File: config.mk
export PLATFORM = sky130hd
export DESIGN_NAME = ksp_ctrl
export DESIGN_NICKNAME = d
export VERILOG_FILES = /design/src/rtl/ksp_pkg.sv /design/src/rtl/ksp_ctrl.sv
export SDC_FILE = /design/constraint.sdc
export NUM_CORES = 1
export LEC_CHECK = 0
export ABC_AREA = 1
export BUFFER_PORTS_ARGS = -buffer_cell sky130_fd_sc_hd__buf_2
export CORE_AREA = 2 2 39 41
export CTS_BUF_LIST = sky130_fd_sc_hd__clkbuf_8 sky130_fd_sc_hd__clkbuf_16
export DETAILED_ROUTE_END_ITERATION = 8
export DIE_AREA = 0 0 41 43
export PLACE_DENSITY_LB_ADDON = 0.08
export SLEW_MARGIN = 10
export SYNTH_ARGS = -nofsm -noshare
export SYNTH_HDL_FRONTEND = slang
export SYNTH_SLANG_ARGS = --single-unit
File: constraint.sdc
create_clock -name clk -period 1.1 [get_ports clk]
set_input_delay 0.11 -clock clk [delete_from_list [all_inputs] [get_ports clk]]
set_output_delay 0.11 -clock clk [all_outputs]
set_load 0.01 [all_outputs]
File: src/rtl/ksp_pkg.sv
// Shared types, constants and helper functions for the k-mer seed prefilter.
// Used by every module of the block except ksp_ram; depends on nothing else.
`default_nettype none

package ksp_pkg;

  // Seed table geometry
  localparam int unsigned SEED_CAPACITY = 262144;
  localparam int unsigned ADDR_W = (SEED_CAPACITY > 1) ? $clog2(SEED_CAPACITY) : 1;
  localparam int unsigned CNT_W  = $clog2(SEED_CAPACITY + 1);

  // Field widths
  localparam int unsigned SEED_W     = 64;
  localparam int unsigned CHAR_W     = 8;
  localparam int unsigned K_W        = 6;
  localparam int unsigned HITS_W     = 8;
  localparam int unsigned OP_W       = 2;
  localparam int unsigned STATUS_W   = 2;
  localparam int unsigned IN_DATA_W  = 72;
  localparam int unsigned OUT_DATA_W = 16;
  localparam int unsigned CFG_IDX_W  = 8;
  localparam int unsigned CFG_DATA_W = 8;

  // Window length limits and run saturation
  localparam logic [K_W-1:0] K_MIN   = 6'd12;
  localparam logic [K_W-1:0] K_MAX   = 6'd32;
  localparam logic [K_W-1:0] RUN_MAX = 6'd63;

  // Register reset values
  localparam logic [K_W-1:0]    KMER_RESET     = 6'd16;
  localparam logic [HITS_W-1:0] HIT_GOAL_RESET = 8'd1;

  // Configuration register indexes
  localparam logic [CFG_IDX_W-1:0] CFG_KMER_LENGTH = 8'd0;
  localparam logic [CFG_IDX_W-1:0] CFG_HIT_GOAL    = 8'd1;

  // Opcodes
  localparam logic [OP_W-1:0] OP_CLEAR  = 2'd0;
  localparam logic [OP_W-1:0] OP_APPEND = 2'd1;
  localparam logic [OP_W-1:0] OP_CHAR   = 2'd2;

  // Table status codes
  localparam logic [STATUS_W-1:0] ST_OK    = 2'd0;
  localparam logic [STATUS_W-1:0] ST_DUP   = 2'd1;
  localparam logic [STATUS_W-1:0] ST_ORDER = 2'd2;
  localparam logic [STATUS_W-1:0] ST_FULL  = 2'd3;

  // Result kinds
  localparam logic KIND_TABLE   = 1'b0;
  localparam logic KIND_VERDICT = 1'b1;

  // Controller to datapath commands
  typedef struct packed {
    logic load;    // capture the accepted word
    logic exec;    // apply the opcode
    logic probe;   // issue a seed memory read at mid
    logic narrow;  // compare read data and shrink the range
    logic emit;    // load the output register
  } ksp_cmd_t;

  // Datapath to controller status
  typedef struct packed {
    logic exec_search;  // this character completes a window worth looking up
    logic exec_result;  // this word produces a result
    logic range_open;   // lo < hi
    logic key_eq;       // probed seed equals the window
    logic want_result;  // held word is the last of its read
    logic out_free;     // output register can take a word
  } ksp_stat_t;

  typedef struct packed {
    logic       ok;
    logic [1:0] code;
  } base_t;

  // A/C/G/T in either case to 2-bit code
  function automatic base_t decode_base(input logic [CHAR_W-1:0] ch);
    base_t b;
    b = '0;
    unique case (ch)
      8'h41, 8'h61: b = '{ok: 1'b1, code: 2'd0};  // A a
      8'h43, 8'h63: b = '{ok: 1'b1, code: 2'd1};  // C c
      8'h47, 8'h67: b = '{ok: 1'b1, code: 2'd2};  // G g
      8'h54, 8'h74: b = '{ok: 1'b1, code: 2'd3};  // T t
      default:      b = '{ok: 1'b0, code: 2'd0};
    endcase
    return b;
  endfunction

  // k saturated into K_MIN..K_MAX
  function automatic logic [K_W-1:0] clamp_k(input logic [K_W-1:0] k);
    if (k < K_MIN) return K_MIN;
    if (k > K_MAX) return K_MAX;
    return k;
  endfunction

  // Low 2k bits set; shift by 64 gives all ones
  function automatic logic [SEED_W-1:0] window_mask(input logic [K_W-1:0] k);
    logic [K_W:0] sh;
    sh = {k, 1'b0};
    return ~({SEED_W{1'b1}} << sh);
  endfunction

endpackage

`default_nettype wire

File: src/rtl/ksp_ctrl.sv
// Sequencing state machine of the k-mer seed prefilter.
// Depends on ksp_pkg for the command and status structs.
`default_nettype none

module ksp_ctrl (
  input  wire                      clk,
  input  wire                      rst_n,
  input  wire                      in_valid,
  output logic                     in_ready,
  input  wire ksp_pkg::ksp_stat_t  stat,
  output ksp_pkg::ksp_cmd_t        cmd
);
  import ksp_pkg::*;

  typedef enum logic [4:0] {
    S_IDLE   = 5'b00001,
    S_EXEC   = 5'b00010,
    S_SEARCH = 5'b00100,
    S_CHECK  = 5'b01000,
    S_FINISH = 5'b10000
  } state_t;

  state_t state_r, state_nxt;

  // Next state and commands
  always_comb begin
    state_nxt = state_r;
    cmd       = '0;
    in_ready  = 1'b0;
    unique case (state_r)
      S_IDLE: begin
        in_ready = 1'b1;
        if (in_valid) begin
          cmd.load  = 1'b1;
          state_nxt = S_EXEC;
        end
      end
      S_EXEC: begin
        cmd.exec = 1'b1;
        priority if (stat.exec_search) begin
          state_nxt = S_SEARCH;
        end else if (stat.exec_result) begin
          state_nxt = S_FINISH;
        end else begin
          state_nxt = S_IDLE;
        end
      end
      S_SEARCH: begin
        if (stat.range_open) begin
          cmd.probe = 1'b1;
          state_nxt = S_CHECK;
        end else begin
          state_nxt = stat.want_result ? S_FINISH : S_IDLE;
        end
      end
      S_CHECK: begin
        cmd.narrow = 1'b1;
        if (stat.key_eq) begin
          state_nxt = stat.want_result ? S_FINISH : S_IDLE;
        end else begin
          state_nxt = S_SEARCH;
        end
      end
      S_FINISH: begin
        if (stat.out_free) begin
          cmd.emit  = 1'b1;
          state_nxt = S_IDLE;
        end
      end
      default: state_nxt = S_IDLE;
    endcase
  end

  always_ff @(posedge clk) begin
    if (!rst_n) begin
      state_r <= S_IDLE;
    end else begin
      state_r <= state_nxt;
    end
  end

endmodule

`default_nettype wire

==> impl_metrics.prom, run 1 <==
# TYPE chip_impl_metric gauge
chip_impl_metric{name="seqCellArea",unit="µm²"} 110
chip_impl_metric{name="avgViaCountPerCell",unit=""} 4.30
chip_impl_metric{name="clockBufferDepth",unit=""} 2
chip_impl_metric{name="share_of_the_yosys_chip_area_belonging_to_registers",unit=""} 0.246
chip_impl_metric{name="clk_pin_slew",unit="ps"} 30
chip_impl_info{name="failed_checks",value="setup timing"} 1
chip_impl_info{name="cts_root_buffer",value="sky130_fd_sc_hd__clkbuf_8"} 1
chip_impl_metric{name="async_flop_share",unit=""} 0
chip_impl_metric{name="fillcell_total",unit=""} 146
chip_impl_info{name="largest_registers",value="state_r (5)"} 1
chip_impl_metric{name="power.ir.vdd_worst",unit="V"} 0.000559
chip_impl_metric{name="synth.mux.area_fraction",unit=""} 0
chip_impl_info{name="min_path_type",value="in2reg"} 1
chip_impl_metric{name="multiInputGateArea",unit="µm²"} 268
chip_impl_metric{name="clock_sink_count",unit=""} 5
chip_impl_info{name="synth_top_cells_by_count",value="sky130_fd_sc_hd__inv_1, sky130_fd_sc_hd__nand2_1, sky130_fd_sc_hd__nor2_1"} 1
chip_impl_metric{name="slew_viol_final",unit=""} 0
chip_impl_metric{name="synth_compound_area_frac",unit=""} 0.0431
chip_impl_metric{name="yosysWarningCount",unit=""} 0
chip_impl_metric{name="antenna_cells_inserted",unit=""} 0
chip_impl_info{name="yosys.cell_count.top_type",value="sky130_fd_sc_hd__inv_1"} 1
chip_impl_metric{name="die-area",unit="µm²"} 1760
chip_impl_info{name="worst-setup-path-type",value="reg2out"} 1
chip_impl_metric{name="timing.setup.tns",unit="ps"} -535
chip_impl_metric{name="synth_enable_flop_cells",unit=""} 0
chip_impl_info{name="largest-register",value="state_r"} 1
chip_impl_metric{name="worst_pin_slew",unit="ps"} 178
chip_impl_metric{name="grt_antenna_before_repair",unit=""} 0
chip_impl_metric{name="power.leakage",unit="nW"} 0.351
chip_impl_metric{name="synth-simple-area-share",unit=""} 0.572
chip_impl_metric{name="pin_count",unit=""} 15
chip_impl_metric{name="setup_slack",unit="ps"} -132
chip_impl_info{name="path_delay_family",value="simple AND/OR/NAND/NOR gates"} 1
chip_impl_metric{name="number_of_global_route_vias_before_repair",unit=""} 448
chip_impl_metric{name="drt-initial-drc-count",unit=""} 15
chip_impl_metric{name="floorplan.initialDensity",unit=""} 0.294
chip_impl_metric{name="hold_viol",unit=""} 0
chip_impl_metric{name="maxCapViolations",unit=""} 0
chip_impl_info{name="ys_dominant_reg_cell",value="sky130_fd_sc_hd__dfxtp_1"} 1
chip_impl_info{name="grt_setup_unrepaired",value="yes"} 1
chip_impl_info{name="post_synth_main_area_contributors",value="sky130_fd_sc_hd__dfxtp_1, sky130_fd_sc_hd__inv_1, sky130_fd_sc_hd__nor2_4, sky130_fd_sc_hd__nand2_1, sky130_fd_sc_hd__nor2_1"} 1
chip_impl_metric{name="drt_wl_total",unit="µm"} 990
chip_impl_metric{name="tcrit_tclk_final",unit=""} 1.12
chip_impl_metric{name="pin_count_of_the_biggest_net_entering_global_routing",unit=""} 6
chip_impl_metric{name="drt_pre_antenna_iters",unit=""} 4
chip_impl_info{name="main_combinational_cell_family_by_area_after_synthesis",value="simple AND/OR/NAND/NOR gates"} 1
chip_impl_metric{name="hpwlAfterDp",unit="µm"} 797
chip_impl_metric{name="row_count",unit=""} 14
chip_impl_metric{name="critical_path.max_stage_delay",unit="ps"} 350
chip_impl_info{name="run_status",value="finished with violations"} 1
chip_impl_metric{name="hold_slack",unit="ps"} 145
chip_impl_metric{name="path_buf_inv",unit=""} 2
chip_impl_metric{name="htree_levels",unit=""} 1
chip_impl_metric{name="grt_first_pass_wirelength",unit="µm"} 1760
chip_impl_metric{name="global_route.usage.total",unit=""} 0.150
chip_impl_info{name="category_of_the_worst_setup_path_capture_point",value="primary output"} 1
chip_impl_metric{name="routedWlPerCell",unit="µm"} 9.43
chip_impl_metric{name="layout-area-overhead-vs-synth",unit="%"} 55.1
chip_impl_metric{name="largest_register_ff_count",unit=""} 5
chip_impl_metric{name="layout-drive-gt1-share",unit=""} 0.494
chip_impl_metric{name="netlist-cell-type-count",unit=""} 15
chip_impl_metric{name="worst_ep_arrival_time",unit="ps"} 1120
chip_impl_metric{name="postSynthCellCount",unit=""} 65
chip_impl_metric{name="placeable_area",unit="µm²"} 1380
chip_impl_metric{name="netlist_area",unit="µm²"} 407
chip_impl_metric{name="post_synthesis_mean_instance_area",unit="µm²"} 6.26
chip_impl_metric{name="synth.net_count",unit=""} 74
chip_impl_info{name="synth.largest_area_cell",value="sky130_fd_sc_hd__dfxtp_1"} 1
chip_impl_metric{name="required",unit="ps"} 990
chip_impl_info{name="critical-path-top-cell-by-count",value="sky130_fd_sc_hd__nor2_4"} 1
chip_impl_metric{name="route.vias.total",unit=""} 452
chip_impl_metric{name="io_buffers",unit=""} 14
chip_impl_metric{name="fin_crit",unit="ps"} 1230
chip_impl_metric{name="worstPathMaxFanout",unit=""} 4
chip_impl_metric{name="timing.max_slew.rel_slack",unit=""} 0.881
chip_impl_info{name="crit_path_top_delay_cell",value="sky130_fd_sc_hd__dfxtp_4"} 1
chip_impl_metric{name="skew",unit="ps"} 0.274
chip_impl_metric{name="clk-insertion-delay-late",unit="ps"} 210
chip_impl_metric{name="grt.overflow.total",unit=""} 0
chip_impl_metric{name="antenna_violating_nets_post_route",unit=""} 0
chip_impl_metric{name="chip_width",unit="µm"} 41
chip_impl_metric{name="yosys.area.top_type_share",unit=""} 0.246
chip_impl_metric{name="postSynthRegisterBits",unit=""} 5
chip_impl_metric{name="timing.fmax",unit="GHz"} 0.812
chip_impl_info{name="cell_by_cell_trace_of_the_critical_path",value="nor2_4 > nand2_4 > nor2_4 > inv_1 > nor2_1 > buf_2"} 1
chip_impl_metric{name="pwr_per_cell_area",unit="nW/µm²"} 1080
chip_impl_info{name="tritoncts",value="built"} 1
chip_impl_metric{name="finalSetupViolCount",unit=""} 7
chip_impl_metric{name="synthAdderAreaFrac",unit=""} 0
chip_impl_metric{name="synth_xor_area_frac",unit=""} 0
chip_impl_metric{name="chipHeight",unit="µm"} 43
chip_impl_info{name="timing.critical_path.from_type",value="register"} 1
chip_impl_metric{name="cts_made_buffers",unit=""} 3
chip_impl_metric{name="place_congestion",unit=""} 0.693
chip_impl_metric{name="remaining_drc_errors",unit=""} 0
chip_impl_metric{name="nets",unit=""} 99
layout by cell type (no fill, tap or decap), drive strengths merged:
| master | count |
|---|---|
| nand2 | 14 |
| nor3 | 2 |
| nand4 | 4 |
| nor2 | 16 |
| a21oi | 2 |
| o21bai | 1 |
| nand3 | 6 |
| dfxtp | 5 |
| clkbuf | 3 |
| inv | 16 |
| buf | 20 |
worst register-to-register path, delay by kind of cell (launching register included):
| family | cells | cell delay [ps] |
|---|---|---|
| and+or+nand+nor | 6 | 440 |
| DFF | 1 | 350 |
| buffers and inverters | 1 | 110 |
| AOI/OAI and AO/OA | 1 | 100 |
cell type report:
| cell class | count | share of cell area |
|---|---|---|
| clock buffer | 3 | 0.0655 |
| clock inverter | 1 | 0.00595 |
| inverter | 15 | 0.0893 |
| multi-input combinational | 45 | 0.425 |
| sequential | 5 | 0.175 |
| tap | 16 | 0.0317 |
| timing repair buffer | 20 | 0.208 |
worst paths after layout:
path / slack, ps / from / endpoint / cells after the start
max: -130 / state_r[3] / cmd[4] / 6
min: 150 / rst_n / state_r[0] / 4
max reg2reg: -10 / state_r[3] / state_r[0] / 8
min reg2reg: 630 / state_r[0] / state_r[1] / 4
repair_timing:
item	in CTS	in global routing
gates resized for setup	7	8
endpoints found under the setup margin	7	8
gates cloned	0	0
pin swaps	5	5
setup buffers	4	1
hold buffers	0	0
cell families (layout without fill, tap and decap cells):
family,Yosys count,count (layout)
AO/OA/AOI/OAI,3,3
AND/OR/NAND/NOR,42,42
buffers and inverters,15,39
flip-flops,5,5
routing by layer:
metal,routed length [µm],track usage,vias up
li1,-,-,249
met1,467,0.194,186
met2,442,0.213,15
met3,64,0.0157,2
met4,15,0.120,0
met5,0,0,-
per-stage QoR:
stage          area (µm²)  setup slack (ps)  power (mW)  utilization  std cells
6_report              631              -132       0.678        0.456        105
5_1_grt               631              -228       0.731        0.456        105
4_1_cts               599              -185       0.683        0.433        104
3_5_place_dp          504             -6.78       0.335        0.364         96
3_3_place_gp          504             -3.74       0.337        0.364         96
2_1_floorplan         407              50.3       0.293            -         65
report_power, final:
part / switching, mW / total, mW / internal [mW]
clock: 0.0789 / 0.317 / 0.238
sequential: 0.0123 / 0.203 / 0.191
combinational: 0.0833 / 0.159 / 0.0753
Note: power is estimated with default switching activity, not from simulation.
==> run 2, diff against run 1 <==
--- a/config.mk
+++ b/config.mk
@@ -7,10 +7,10 @@
 export LEC_CHECK = 0
 export ABC_AREA = 1
 export BUFFER_PORTS_ARGS = -buffer_cell sky130_fd_sc_hd__buf_2
-export CORE_AREA = 2 2 39 41
+export CORE_AREA = 8 8 45 47
 export CTS_BUF_LIST = sky130_fd_sc_hd__clkbuf_8 sky130_fd_sc_hd__clkbuf_16
 export DETAILED_ROUTE_END_ITERATION = 8
-export DIE_AREA = 0 0 41 43
+export DIE_AREA = 0 0 53 55
 export PLACE_DENSITY_LB_ADDON = 0.08
 export SLEW_MARGIN = 10
 export SYNTH_ARGS = -nofsm -noshare
==> run 2 against run 1 <==
Against the previous run: the flow still finishes with violations (setup timing); wire length rose by 19%; final area up 7.1%; sequential cell count unchanged; largest power group unchanged; die area rose by 65%.
==> impl_metrics.prom, run 2 (synthesis gave the netlist of run 1 again) <==
# TYPE chip_impl_metric gauge
chip_impl_info{name="run_status",value="finished with violations"} 1
chip_impl_info{name="failed_checks",value="setup timing"} 1
chip_impl_metric{name="utilization",unit=""} 0.488
chip_impl_metric{name="antenna_cells_inserted",unit=""} 0
chip_impl_metric{name="clk-insertion-delay-late",unit="ps"} 220
chip_impl_metric{name="antenna_violating_nets_post_route",unit=""} 0
chip_impl_metric{name="worstPathMaxFanout",unit=""} 3
chip_impl_metric{name="worst_ep_arrival_time",unit="ps"} 1140
chip_impl_metric{name="tcrit_tclk_final",unit=""} 1.14
chip_impl_metric{name="fin_crit",unit="ps"} 1250
chip_impl_metric{name="hpwlAfterDp",unit="µm"} 856
chip_impl_metric{name="power.ir.vdd_worst",unit="V"} 0.000742
chip_impl_info{name="largest_registers",value="state_r (5)"} 1
chip_impl_metric{name="chip_width",unit="µm"} 53
chip_impl_metric{name="io_buffers",unit=""} 14
chip_impl_metric{name="row_count",unit=""} 14
chip_impl_metric{name="worst_pin_slew",unit="ps"} 166
chip_impl_metric{name="placeable_area",unit="µm²"} 1380
chip_impl_metric{name="htree_levels",unit=""} 1
chip_impl_metric{name="timing.max_slew.rel_slack",unit=""} 0.889
chip_impl_metric{name="die-area",unit="µm²"} 2920
chip_impl_metric{name="floorplan.initialDensity",unit=""} 0.294
chip_impl_metric{name="grt.overflow.total",unit=""} 0
chip_impl_metric{name="layout-drive-gt1-share",unit=""} 0.554
chip_impl_info{name="grt_setup_unrepaired",value="yes"} 1
chip_impl_metric{name="pin_count_of_the_biggest_net_entering_global_routing",unit=""} 6
chip_impl_metric{name="routedWlPerCell",unit="µm"} 10.9
chip_impl_metric{name="chipHeight",unit="µm"} 55
chip_impl_metric{name="place_congestion",unit=""} 0.728
chip_impl_info{name="timing.critical_path.from_type",value="register"} 1
chip_impl_metric{name="hold_slack",unit="ps"} 138
chip_impl_metric{name="slew_viol_final",unit=""} 0
chip_impl_info{name="largest-register",value="state_r"} 1
chip_impl_metric{name="largest_register_ff_count",unit=""} 5
chip_impl_metric{name="timing.fmax",unit="GHz"} 0.800
chip_impl_metric{name="pin_count",unit=""} 15
chip_impl_metric{name="maxCapViolations",unit=""} 0
chip_impl_metric{name="number_of_global_route_vias_before_repair",unit=""} 529
chip_impl_metric{name="drt-initial-drc-count",unit=""} 6
chip_impl_metric{name="finalSetupViolCount",unit=""} 9
chip_impl_metric{name="hold_viol",unit=""} 0
chip_impl_metric{name="setup_slack",unit="ps"} -150
chip_impl_info{name="most_frequent_cells_in_the_layout",value="sky130_fd_sc_hd__inv_1, sky130_fd_sc_hd__buf_2, sky130_fd_sc_hd__nand2_1, sky130_fd_sc_hd__nor2_1, sky130_fd_sc_hd__buf_4"} 1
chip_impl_metric{name="pwr_per_cell_area",unit="nW/µm²"} 1050
chip_impl_metric{name="avgViaCountPerCell",unit=""} 4.43
chip_impl_metric{name="drt_wl_total",unit="µm"} 1180
chip_impl_metric{name="final_design_area_excluding_fillers",unit="µm²"} 676
chip_impl_metric{name="drt_pre_antenna_iters",unit=""} 4
chip_impl_metric{name="skew",unit="ps"} 1.34
chip_impl_metric{name="global_route.usage.total",unit=""} 0.0935
chip_impl_metric{name="clock_sink_count",unit=""} 5
chip_impl_info{name="tritoncts",value="built"} 1
chip_impl_info{name="cell_by_cell_trace_of_the_critical_path",value="nor2_4 > nand2_4 > nor2_4 > inv_2 > nor2_1 > buf_2"} 1
chip_impl_metric{name="route.vias.total",unit=""} 478
chip_impl_metric{name="layout-area-overhead-vs-synth",unit="%"} 66.2
chip_impl_info{name="critical_path.startpoint",value="state_r[2]"} 1
chip_impl_info{name="worst-setup-path-type",value="reg2out"} 1
chip_impl_metric{name="remaining_drc_errors",unit=""} 0
chip_impl_metric{name="postCtsHoldBufs",unit=""} 0
chip_impl_info{name="worst_hold_startpoint",value="rst_n"} 1
chip_impl_metric{name="timing.setup.tns",unit="ps"} -839
chip_impl_info{name="leading_cell_type_in_the_layout_fill_and_taps_excluded",value="sky130_fd_sc_hd__inv_1"} 1
chip_impl_metric{name="cts_made_buffers",unit=""} 3
chip_impl_metric{name="clockBufferDepth",unit=""} 2
chip_impl_metric{name="required",unit="ps"} 990
chip_impl_metric{name="placed_cell_areas",unit="µm²"} 504
chip_impl_metric{name="grt_first_pass_wirelength",unit="µm"} 2020
chip_impl_metric{name="grt_antenna_before_repair",unit=""} 0
chip_impl_info{name="critical-path-top-cell-by-count",value="sky130_fd_sc_hd__nor2_4"} 1
chip_impl_metric{name="critical_path.max_stage_delay",unit="ps"} 340
chip_impl_info{name="min_path_type",value="in2reg"} 1
chip_impl_info{name="cts_root_buffer",value="sky130_fd_sc_hd__clkbuf_8"} 1
chip_impl_info{name="launching_point_of_the_worst_reg2reg_path",value="state_r[2]"} 1
chip_impl_info{name="crit_path_top_delay_cell",value="sky130_fd_sc_hd__dfxtp_4"} 1
chip_impl_metric{name="power.leakage",unit="nW"} 0.380
chip_impl_metric{name="clk_pin_slew",unit="ps"} 40
chip_impl_metric{name="nets",unit=""} 102
chip_impl_info{name="category_of_the_worst_setup_path_capture_point",value="primary output"} 1
## run 2: cell count changes in the layout (fill, tap and decap cells not counted), sizes merged
cell and change:
buf +3
## run 2: layout make-up
cell class	count	area (µm²)
tap	16	20.0
clock buffer	3	41.3
multi-input combinational	45	279
clock inverter	1	3.75
inverter	15	56.3
timing repair buffer	23	164
sequential	5	111
fill	142	708
## run 2: what timing repair did
| action | CTS | global route |
|---|---|---|
| pin swaps | 5 | 9 |
| endpoints found under the setup margin | 7 | 9 |
| endpoints found under the hold margin | 0 | 0 |
| resized for setup | 10 | 13 |
| setup buffers | 6 | 2 |
## run 2: final timing paths
check	to	slack (ps)	cells past startpoint
worst max-delay path	cmd[4]	-150	6
worst min-delay path	state_r[0]	140	4
worst max register to register	state_r[4]	-100	9
worst min register to register	state_r[3]	590	3
## run 2: critical path, delay by kind of cell, from the launching register on
| family | cells | cell delay, ps |
|---|---|---|
| buffers and inverters | 2 | 180 |
| DFF | 1 | 340 |
| and+or+nand+nor | 4 | 410 |
## run 2: metrics by stage
stage	cells	worst slack (ps)	power, mW
after CTS	106	-136	0.711
after global placement	96	-4.15	0.338
after floorplan	65	50.3	0.293
final	108	-150	0.708
after detailed placement	96	-2.37	0.337
after global routing	108	-209	0.750
## run 2: metal layers
layer  routed length [µm]  GRT usage  part of all wire  vias up
met2                  585      0.156              0.49       11
met5                    0          0                 0        -
met3                   60     0.0241             0.051        2
met1                  512     0.0944              0.43      211
li1                     -          -                 -      254
met4                   23     0.0862             0.019        0
## run 2: power by group
group | total, mW | leakage [nW] | switching [mW] | internal, mW
Sequential | 0.201 | 0.0430 | 0.0126 | 0.189
Combinational | 0.178 | 0.310 | 0.0927 | 0.0851
Clock | 0.329 | 0.0269 | 0.0894 | 0.239
Total | 0.708 | 0.380 | 0.195 | 0.513
